===== src/hdl/wzq_pkg.sv =====
// shared types and constants of the window z-score quantizer
package wzq_pkg;

    localparam int CFG_WIDTH = 16;
    localparam int IDX_WIDTH = 1;

    localparam logic [IDX_WIDTH-1:0] REG_INV_SCALE  = 1'b0;
    localparam logic [IDX_WIDTH-1:0] REG_ZERO_POINT = 1'b1;

    localparam logic [15:0] INV_SCALE_RESET  = 16'd8470;
    localparam logic [7:0]  ZERO_POINT_RESET = 8'd116;

    // quotient cap before the zero point is added
    localparam int Q_CAP = 1024;

    // controller to datapath commands
    typedef struct packed {
        logic store;      // write accepted sample, update sums
        logic sqrt_start; // load variance into square root unit
        logic sqrt_step;  // one square root iteration
        logic rd_start;   // read first stored sample
        logic div_start;  // load numerator and divisor for one sample
        logic div_step;   // one restoring division step
        logic out_load;   // form code into output register
        logic clear;      // clear sums for the next window
    } wzq_cmd_t;

    // datapath to controller status
    typedef struct packed {
        logic full;       // window is full after this store
        logic sqrt_done;
        logic div_done;
        logic last_item;  // current read address is the final one
    } wzq_sts_t;

endpackage


===== src/hdl/wzq_datapath.sv =====
// datapath: sample store, running sums, square root and divider units
module wzq_datapath
    import wzq_pkg::*;
#(
    parameter int WINDOW      = 64,
    parameter int SAMPLE_BITS = 12
) (
    input  logic                   clk,
    input  logic                   rst_n,
    input  wzq_cmd_t               cmd,
    output wzq_sts_t               sts,
    input  logic [SAMPLE_BITS-1:0] sample_in,
    input  logic [15:0]            inv_scale,
    input  logic [7:0]             zero_point,
    output logic [7:0]             code_out
);
    localparam int AW     = (WINDOW > 1) ? $clog2(WINDOW) : 1;
    localparam int CW     = $clog2(WINDOW + 1);
    localparam int SUMW   = SAMPLE_BITS + CW;
    localparam int SQW    = 2 * SAMPLE_BITS + CW;
    localparam int VW     = SQW + CW + 1;
    localparam int RW     = (VW + 1) / 2;
    localparam int SQ_IT  = RW;
    localparam int DW     = SUMW + 1;
    localparam int NUMW   = DW + 16 + 1;
    localparam int DENW   = RW + 9;
    localparam int QW     = NUMW;
    localparam int DIV_IT = NUMW;
    localparam int SQCW   = $clog2(SQ_IT + 1);
    localparam int DVCW   = $clog2(DIV_IT + 1);

    logic [SAMPLE_BITS-1:0] mem [WINDOW];
    logic [SAMPLE_BITS-1:0] rd_data_reg;
    logic [AW-1:0]          wr_addr_reg, wr_addr_next;
    logic [AW-1:0]          rd_addr_reg, rd_addr_next;
    logic [SUMW-1:0]        sum_reg, sum_next;
    logic [SQW-1:0]         sq_reg, sq_next;

    // square root state, an even number of bits so pairs line up
    logic [2*RW-1:0] rem_reg, rem_next;
    logic [RW-1:0]   root_reg, root_next;
    logic [SQCW-1:0] sq_cnt_reg, sq_cnt_next;

    // divider state
    logic [NUMW-1:0] dnum_reg, dnum_next;
    logic [DENW:0]   drem_reg, drem_next;
    logic [QW-1:0]   quo_reg, quo_next;
    logic [DVCW-1:0] dv_cnt_reg, dv_cnt_next;
    logic            neg_reg, neg_next;
    logic [7:0]      code_reg, code_next;
    logic [NUMW-1:0] prod_reg, prod_next;

    logic [VW-1:0]     nq, ss, var_w;
    logic [SUMW+CW:0]  nx;
    logic [DW-1:0]     mag;
    logic              neg_w;
    logic [DENW:0]     den2;
    logic [DENW+1:0]   trial;
    logic [RW+1:0]     sq_acc;
    logic [RW+1:0]     sq_tq;
    logic [1:0]        pair;
    logic [QW-1:0]     qsat;
    logic signed [QW+1:0] vsum;

    always_ff @(posedge clk)
    begin
        if (cmd.store)
        begin
            mem[wr_addr_reg] <= sample_in;
        end
        rd_data_reg <= mem[rd_addr_next];
    end

    always_comb
    begin
        nq    = VW'(sq_reg) * VW'(WINDOW);
        ss    = VW'(sum_reg) * VW'(sum_reg);
        var_w = (nq > ss) ? nq - ss : '0;
    end

    // digit-by-digit square root, one result bit per step
    always_comb
    begin
        pair     = rem_reg[2*RW-1 -: 2];
        sq_acc   = {prod_reg[RW-1:0], pair};
        sq_tq    = {root_reg, 2'b01};
        rem_next    = rem_reg;
        root_next   = root_reg;
        sq_cnt_next = sq_cnt_reg;
        if (cmd.sqrt_start)
        begin
            rem_next    = (2*RW)'(var_w);
            root_next   = '0;
            sq_cnt_next = SQCW'(SQ_IT);
        end
        else if (cmd.sqrt_step)
        begin
            sq_cnt_next = sq_cnt_reg - 1'b1;
            rem_next    = {rem_reg[2*RW-3:0], 2'b00};
            root_next   = {root_reg[RW-2:0], 1'b0};
            if (sq_acc >= sq_tq)
            begin
                root_next = {root_reg[RW-2:0], 1'b1};
            end
        end
    end

    // prod_reg doubles as the partial square root remainder during the root phase
    always_comb
    begin
        nx    = (SUMW+CW+1)'(rd_data_reg) * (SUMW+CW+1)'(WINDOW);
        neg_w = nx < (SUMW+CW+1)'(sum_reg);
        mag   = neg_w ? DW'((SUMW+CW+1)'(sum_reg) - nx)
                      : DW'(nx - (SUMW+CW+1)'(sum_reg));
        den2  = {root_reg, 9'd0} + (DENW+1)'(0);
        trial = {drem_reg, dnum_reg[NUMW-1]} - (DENW+2)'(den2);
        prod_next  = prod_reg;
        dnum_next  = dnum_reg;
        drem_next  = drem_reg;
        quo_next   = quo_reg;
        dv_cnt_next = dv_cnt_reg;
        neg_next   = neg_reg;
        if (cmd.sqrt_start)
        begin
            prod_next = '0;
        end
        else if (cmd.sqrt_step)
        begin
            prod_next = NUMW'(sq_acc);
            if (sq_acc >= sq_tq)
            begin
                prod_next = NUMW'(sq_acc - sq_tq);
            end
        end
        else if (cmd.div_start)
        begin
            // 2*|num| + den, divided later by 2*den
            dnum_next   = NUMW'({(NUMW-1)'(mag) * (NUMW-1)'(inv_scale), 1'b0}) +
                          NUMW'({root_reg, 8'd0});
            drem_next   = '0;
            quo_next    = '0;
            dv_cnt_next = DVCW'(DIV_IT);
            neg_next    = neg_w;
        end
        else if (cmd.div_step)
        begin
            dv_cnt_next = dv_cnt_reg - 1'b1;
            dnum_next   = {dnum_reg[NUMW-2:0], 1'b0};
            if (!trial[DENW+1])
            begin
                drem_next = trial[DENW:0];
                quo_next  = {quo_reg[QW-2:0], 1'b1};
            end
            else
            begin
                drem_next = {drem_reg[DENW-1:0], dnum_reg[NUMW-1]};
                quo_next  = {quo_reg[QW-2:0], 1'b0};
            end
        end
    end

    always_comb
    begin
        qsat = (quo_reg > QW'(Q_CAP)) ? QW'(Q_CAP) : quo_reg;
        vsum = neg_reg ? (QW+2)'(signed'({1'b0, zero_point})) - signed'((QW+2)'(qsat))
                       : (QW+2)'(signed'({1'b0, zero_point})) + signed'((QW+2)'(qsat));
        code_next = code_reg;
        if (cmd.out_load)
        begin
            if (root_reg == '0)
                code_next = zero_point;
            else if (vsum < 0)
                code_next = 8'd0;
            else if (vsum > 255)
                code_next = 8'd255;
            else
                code_next = vsum[7:0];
        end
    end

    always_comb
    begin
        wr_addr_next = wr_addr_reg;
        sum_next     = sum_reg;
        sq_next      = sq_reg;
        rd_addr_next = rd_addr_reg;
        if (cmd.clear)
        begin
            sum_next     = '0;
            sq_next      = '0;
            wr_addr_next = '0;
        end
        else if (cmd.store)
        begin
            sum_next     = sum_reg + SUMW'(sample_in);
            sq_next      = sq_reg + SQW'(sample_in) * SQW'(sample_in);
            wr_addr_next = (wr_addr_reg == AW'(WINDOW-1)) ? '0 : wr_addr_reg + 1'b1;
        end
        if (cmd.rd_start)
            rd_addr_next = '0;
        else if (cmd.out_load)
            rd_addr_next = (rd_addr_reg == AW'(WINDOW-1)) ? '0 : rd_addr_reg + 1'b1;
    end

    always_ff @(posedge clk or negedge rst_n)
    begin
        if (!rst_n)
        begin
            wr_addr_reg <= '0;
            rd_addr_reg <= '0;
            sum_reg     <= '0;
            sq_reg      <= '0;
            sq_cnt_reg  <= '0;
            dv_cnt_reg  <= '0;
        end
        else
        begin
            wr_addr_reg <= wr_addr_next;
            rd_addr_reg <= rd_addr_next;
            sum_reg     <= sum_next;
            sq_reg      <= sq_next;
            sq_cnt_reg  <= sq_cnt_next;
            dv_cnt_reg  <= dv_cnt_next;
        end
    end

    always_ff @(posedge clk)
    begin
        rem_reg  <= rem_next;
        root_reg <= root_next;
        prod_reg <= prod_next;
        dnum_reg <= dnum_next;
        drem_reg <= drem_next;
        quo_reg  <= quo_next;
        neg_reg  <= neg_next;
        code_reg <= code_next;
    end

    assign sts.full      = (wr_addr_reg == AW'(WINDOW-1));
    assign sts.sqrt_done = (sq_cnt_reg == SQCW'(1));
    assign sts.div_done  = (dv_cnt_reg == DVCW'(1));
    assign sts.last_item = (rd_addr_reg == AW'(WINDOW-1));
    assign code_out      = code_reg;

endmodule


===== src/hdl/wzq_ctrl.sv =====
// controller: sequences collection, square root, per-item division and output
module wzq_ctrl
    import wzq_pkg::*;
(
    input  logic     clk,
    input  logic     rst_n,
    input  logic     in_valid,
    output logic     in_ready,
    output logic     out_valid,
    input  logic     out_ready,
    output logic     out_last,
    output wzq_cmd_t cmd,
    input  wzq_sts_t sts
);
    typedef enum logic [7:0] {
        S_COLLECT = 8'b00000001,
        S_PREP    = 8'b00000010,
        S_SQRT    = 8'b00000100,
        S_READ    = 8'b00001000,
        S_LOAD    = 8'b00010000,
        S_DIV     = 8'b00100000,
        S_FORM    = 8'b01000000,
        S_EMIT    = 8'b10000000
    } state_t;

    state_t state_reg, state_next;
    logic   last_reg, last_next;

    always_comb
    begin
        state_next = state_reg;
        last_next  = last_reg;
        cmd        = '0;
        in_ready   = 1'b0;
        out_valid  = 1'b0;
        case (state_reg)
            S_COLLECT:
            begin
                in_ready = 1'b1;
                if (in_valid)
                begin
                    cmd.store = 1'b1;
                    if (sts.full)
                    begin
                        state_next = S_PREP;
                        cmd.clear  = 1'b0;
                    end
                end
            end
            S_PREP:
            begin
                // sums now hold the whole window, load the variance
                cmd.sqrt_start = 1'b1;
                state_next     = S_SQRT;
            end
            S_SQRT:
            begin
                cmd.sqrt_step = 1'b1;
                if (sts.sqrt_done)
                    state_next = S_READ;
            end
            S_READ:
            begin
                state_next = S_LOAD;
            end
            S_LOAD:
            begin
                cmd.div_start = 1'b1;
                state_next    = S_DIV;
            end
            S_DIV:
            begin
                cmd.div_step = 1'b1;
                if (sts.div_done)
                    state_next = S_FORM;
            end
            S_FORM:
            begin
                cmd.out_load = 1'b1;
                last_next    = sts.last_item;
                state_next   = S_EMIT;
            end
            S_EMIT:
            begin
                out_valid = 1'b1;
                if (out_ready)
                begin
                    if (last_reg)
                    begin
                        cmd.clear  = 1'b1;
                        state_next = S_COLLECT;
                    end
                    else
                    begin
                        state_next = S_READ;
                    end
                end
            end
            default:
            begin
                state_next = S_COLLECT;
            end
        endcase
        if (state_reg == S_SQRT && state_next == S_READ)
            cmd.rd_start = 1'b1;
    end

    always_ff @(posedge clk or negedge rst_n)
    begin
        if (!rst_n)
        begin
            state_reg <= S_COLLECT;
            last_reg  <= 1'b0;
        end
        else
        begin
            state_reg <= state_next;
            last_reg  <= last_next;
        end
    end

    assign out_last = last_reg;

endmodule


===== src/hdl/window_zscore_quantizer.sv =====
// top level of the window z-score quantizer
// Collects WINDOW samples, one per cycle, while running sums grow; once the
// window is full the variance is loaded and a digit-serial square root
// (20 steps at the default sizes) finds the deviation, then each stored sample
// goes through a bit-serial restoring divider (37 steps at the default sizes)
// and leaves as one code, which an output stall may hold back; no new
// sample is taken until the last code of the window has been delivered.
module window_zscore_quantizer
    import wzq_pkg::*;
#(
    parameter int WINDOW      = 64,
    parameter int SAMPLE_BITS = 12
) (
    input  logic                 clk,
    input  logic                 rst_n,
    input  logic                 cfg_we,
    input  logic [IDX_WIDTH-1:0] cfg_index,
    input  logic [CFG_WIDTH-1:0] cfg_data,
    input  logic                 in_valid,
    output logic                 in_ready,
    input  logic [11:0]          sample,
    output logic                 out_valid,
    input  logic                 out_ready,
    output logic [7:0]           code,
    output logic                 last
);
    logic [15:0] inv_scale_reg;
    logic [7:0]  zero_point_reg;
    wzq_cmd_t    cmd;
    wzq_sts_t    sts;

    always_ff @(posedge clk or negedge rst_n)
    begin
        if (!rst_n)
        begin
            inv_scale_reg  <= INV_SCALE_RESET;
            zero_point_reg <= ZERO_POINT_RESET;
        end
        else if (cfg_we)
        begin
            case (cfg_index)
                REG_INV_SCALE:  inv_scale_reg  <= cfg_data;
                REG_ZERO_POINT: zero_point_reg <= cfg_data[7:0];
                default:        ;
            endcase
        end
    end

    wzq_ctrl u_ctrl (
        .clk       (clk),
        .rst_n     (rst_n),
        .in_valid  (in_valid),
        .in_ready  (in_ready),
        .out_valid (out_valid),
        .out_ready (out_ready),
        .out_last  (last),
        .cmd       (cmd),
        .sts       (sts)
    );

    wzq_datapath #(
        .WINDOW      (WINDOW),
        .SAMPLE_BITS (SAMPLE_BITS)
    ) u_dp (
        .clk        (clk),
        .rst_n      (rst_n),
        .cmd        (cmd),
        .sts        (sts),
        .sample_in  (sample[SAMPLE_BITS-1:0]),
        .inv_scale  (inv_scale_reg),
        .zero_point (zero_point_reg),
        .code_out   (code)
    );

endmodule


===== config.mk =====
export PLATFORM = sky130hd
export DESIGN_NAME = window_zscore_quantizer
export DESIGN_NICKNAME = d
export VERILOG_FILES = /design/src/hdl/wzq_pkg.sv /design/src/hdl/wzq_datapath.sv /design/src/hdl/wzq_ctrl.sv /design/src/hdl/window_zscore_quantizer.sv
export SDC_FILE = /design/constraint.sdc
export NUM_CORES = 2
export LEC_CHECK = 0
export ABC_AREA = 1
export BUFFER_PORTS_ARGS = -buffer_cell sky130_fd_sc_hd__clkbuf_2
export CORE_MARGIN = 3
export CORE_UTILIZATION = 30
export CTS_BUF_LIST = sky130_fd_sc_hd__clkbuf_8
export DETAILED_ROUTE_END_ITERATION = 6
export PLACE_DENSITY_LB_ADDON = 0.08
export SYNTH_ARGS = -nofsm -noshare
export SYNTH_HDL_FRONTEND = slang
export SYNTH_HIERARCHICAL = 1
export SYNTH_SLANG_ARGS = --single-unit

===== constraint.sdc =====
create_clock -name clk -period 23.5 [get_ports clk]
set_clock_uncertainty 0.05 [all_clocks]
set_input_delay 1.175 -clock clk [delete_from_list [all_inputs] [get_ports clk]]
set_output_delay 1.175 -clock clk [all_outputs]
set_load 0.005 [all_outputs]

==> results by group <==
Place
  – Placer Congestion: 0.877
  – PortBufs: 44
  – HPWL Detailed: 182 mm
  – Cell Area, Placed: 80700 µm²

STA
  – FMAX: 89.5 MHz
  – Fin Setup TNS: 0 ps
  – Measured slew at the worst slew-check pin: 1130 ps
  – Final setup fails: 0
  – Max Slew Vio Count: 0
  – Clock period minus worst slack: 11170 ps
  – Final period util: 47.5%
  – RSZ-0062 raised after global routing: false
  – Hold Fails Final Rpt: 0
  – Max-slew headroom: 24.6%

Finish
  – Max reg flops: 768
  – Nets: 9142
  – Share of cells above drive strength 1: 7.57%
  – Finished Cell Area: 84700 µm²
  – Area growth, synth to finish: 10.6%

Clocking
  – Post-CTS Setup Inserts: 0
  – Worst-skew pair later-pin latency: 970 ps
  – TritonCTS buffer count: 212
  – CTS max path bufs: 4
  – Clock slew at reported path FFs: 70 ps
  – H-Tree Level Count: 4
  – Hold-fix buffers, CTS: 0
  – CTS root buffer: clkbuf_8
  – CTS sink cnt: 1077
  – TritonCTS clock tree: built
  – Post-CTS Resized: 0

Synth
  – Area fraction of the dominant cell type after synthesis: 36.0%
  – Post-Syn Area: 76500 µm²
  – Primary FF master, synth: edfxtp_1
  – Post-Syn Instances: 7990
  – Syn avg cell area: 9.58 µm²
  – Seq cells post-synth: 1077
  – Top area cells in the synthesized netlist: edfxtp_1, fa_1, ha_1, inv_1, nand2_1
  – Most frequent cell after synthesis: inv_1
  – Synth Warn #: 6
  – Unique cell type count in the Yosys netlist: 71
  – Sequential cell area fraction in the yosys report: 40.9%
  – Cell taking the most area after synthesis: edfxtp_1
  – Synth Net Count: 9079
  – Synth top cells by count: inv_1, nand2_1, edfxtp_1
  – Async S/R FF share, synth: 9.84%
  – Post-synth EDFFs: 918

Global route
  – Global Route Usage Sum: 19.4%
  – Initial antenna violation count: 13
  – Largest net degree at the start of global routing: 163
  – Global-route wire length before repair: 384 mm
  – Grt ovf: 0
  – Vias in the first global route: 58600

Floorplan
  – Num ports: 45
  – Std-Cell Core Area: 253000 µm²
  – Die height: 511 µm
  – Total Die Area: 261000 µm²
  – Site row count: 184
  – Die width: 511 µm
  – Starting Density: 30.3%

Route
  – Drt via density: 4.82
  – WL/cell: 22.1 µm
  – Residual DRC count: 0
  – Final wirelength: 256 mm
  – Vias after detailed routing: 55800
  – Initial DRT Pass Iterations: 6
  – Antenna Nets Post-Route: 0
  – DRT iter0 DRCs: 3375

Critical path
  – Capturing point of the worst reg2reg path: u_dp/dnum_reg[35]
  – Reg2reg path depth: 43
  – Worst Path Max Fanout: 23
  – Top cell by count, worst path: nand2_1
  – R2r setup slk: 12330 ps
  – WS Path Type: register to register
  – Worst reg2reg path startpoint: u_dp/sum_reg[16]
  – Crit. End Element: register
  – CP peak stage delay: 870 ps
  – Startpoint types: register
  – CP arrival: 11830 ps
  – Slowest-stage cell, CP: dfrtp_1
  – CP required: 24160 ps

Worst hold path
  – Tightest Hold Check Type: input pin to asynchronous set/reset pin

Run
  – Maxcap violations: 0

Run status
  – Status: complete, no violations
==> kinds of logic after synthesis <==
group / after synthesis / share of synthesized area [%]
AO/OA/AOI/OAI: 1525 / 11.9
XOR/XNOR: 199 / 2.30
adder cells (fa/ha/maj): 1055 / 23.2
buffers and inverters: 1642 / 8.28
flip-flops: 1077 / 40.9
AND/OR/NAND/NOR: 2492 / 13.5
==> how the worst max path moves through the flow <==
stage,from,to
2_1_floorplan,u_dp/sum_reg[15],u_dp/dnum_reg[35]
3_3_place_gp,u_dp/sum_reg[16],u_dp/dnum_reg[35]
3_5_place_dp,u_dp/sum_reg[16],u_dp/dnum_reg[35]
4_1_cts,u_dp/sum_reg[16],u_dp/dnum_reg[35]
5_1_grt,u_dp/sum_reg[16],u_dp/dnum_reg[35]
6_report,u_dp/sum_reg[16],u_dp/dnum_reg[35]
==> through the flow <==
stage          util [%]  hold slack [ps]  instances  setup slack, ps
2_1_floorplan         -              372       7990            14150
6_report           33.5              247      11600            12330
3_3_place_gp       32.0              389      11200            12260
3_5_place_dp       32.0              392      11200            12200
4_1_cts            33.5              165      11600            12250
5_1_grt            33.5              231      11600            11280
==> layer usage <==
| metal | global-route usage [%] | up-vias | part of all wire [%] |
|---|---|---|---|
| li1 | - | 26500 | - |
| met1 | 24.4 | 27900 | 43 |
| met2 | 34.8 | 999 | 51 |
| met3 | 2.00 | 338 | 3.1 |
| met4 | 6.04 | 4 | 3.3 |
| met5 | 0 | - | 0.0090 |
==> area by class of cell <==
type	instances	area (µm²)
well taps	3348	4190
clock buffers	227	3120
flip-flops and latches	1077	31300
repair buffers	168	1220
fillers	26100	168000
diodes	5	12.5
inverters	1323	4990
multi-input cells	5271	39000
clock inverters	148	793
==> critical path, delay by kind of cell (launching register included) <==
kind / cells / cell delay [ps]
compound gates: 4 / 1060
fa+ha+maj: 9 / 4230
simple gates: 20 / 3390
buf+inv: 9 / 1060
xor+xnor: 1 / 290
flops: 1 / 870
==> placed cells by master (no fill, tap or decap), types with 7 or more instances in the layout <==
cell / n
o31ai_1: 7
ha_1: 452
dfstp_2: 10
a21o_1: 24
clkinv_1: 47
o22ai_1: 36
xnor2_1: 88
a211oi_1: 8
buf_4: 133
clkinv_2: 24
a21boi_0: 7
nand3_1: 326
or2_2: 58
inv_1: 1358
o211ai_1: 242
dfrtp_1: 96
nand2_2: 34
fa_1: 603
nor3_1: 45
nand2_1: 1224
clkbuf_2: 31
o21ai_1: 23
o21a_1: 15
nor4_1: 18
edfxtp_1: 918
a21oi_1: 304
o21ai_0: 612
inv_2: 23
nand4_1: 35
dfxtp_1: 53
xor2_1: 110
a31oi_1: 35
clkbuf_8: 227
o21bai_1: 178
nor2_1: 694
nor2_2: 25
Power is left out: the tool's default activity adds up to more than one toggle a clock period on the data nets, which glitch-free logic cannot reach.
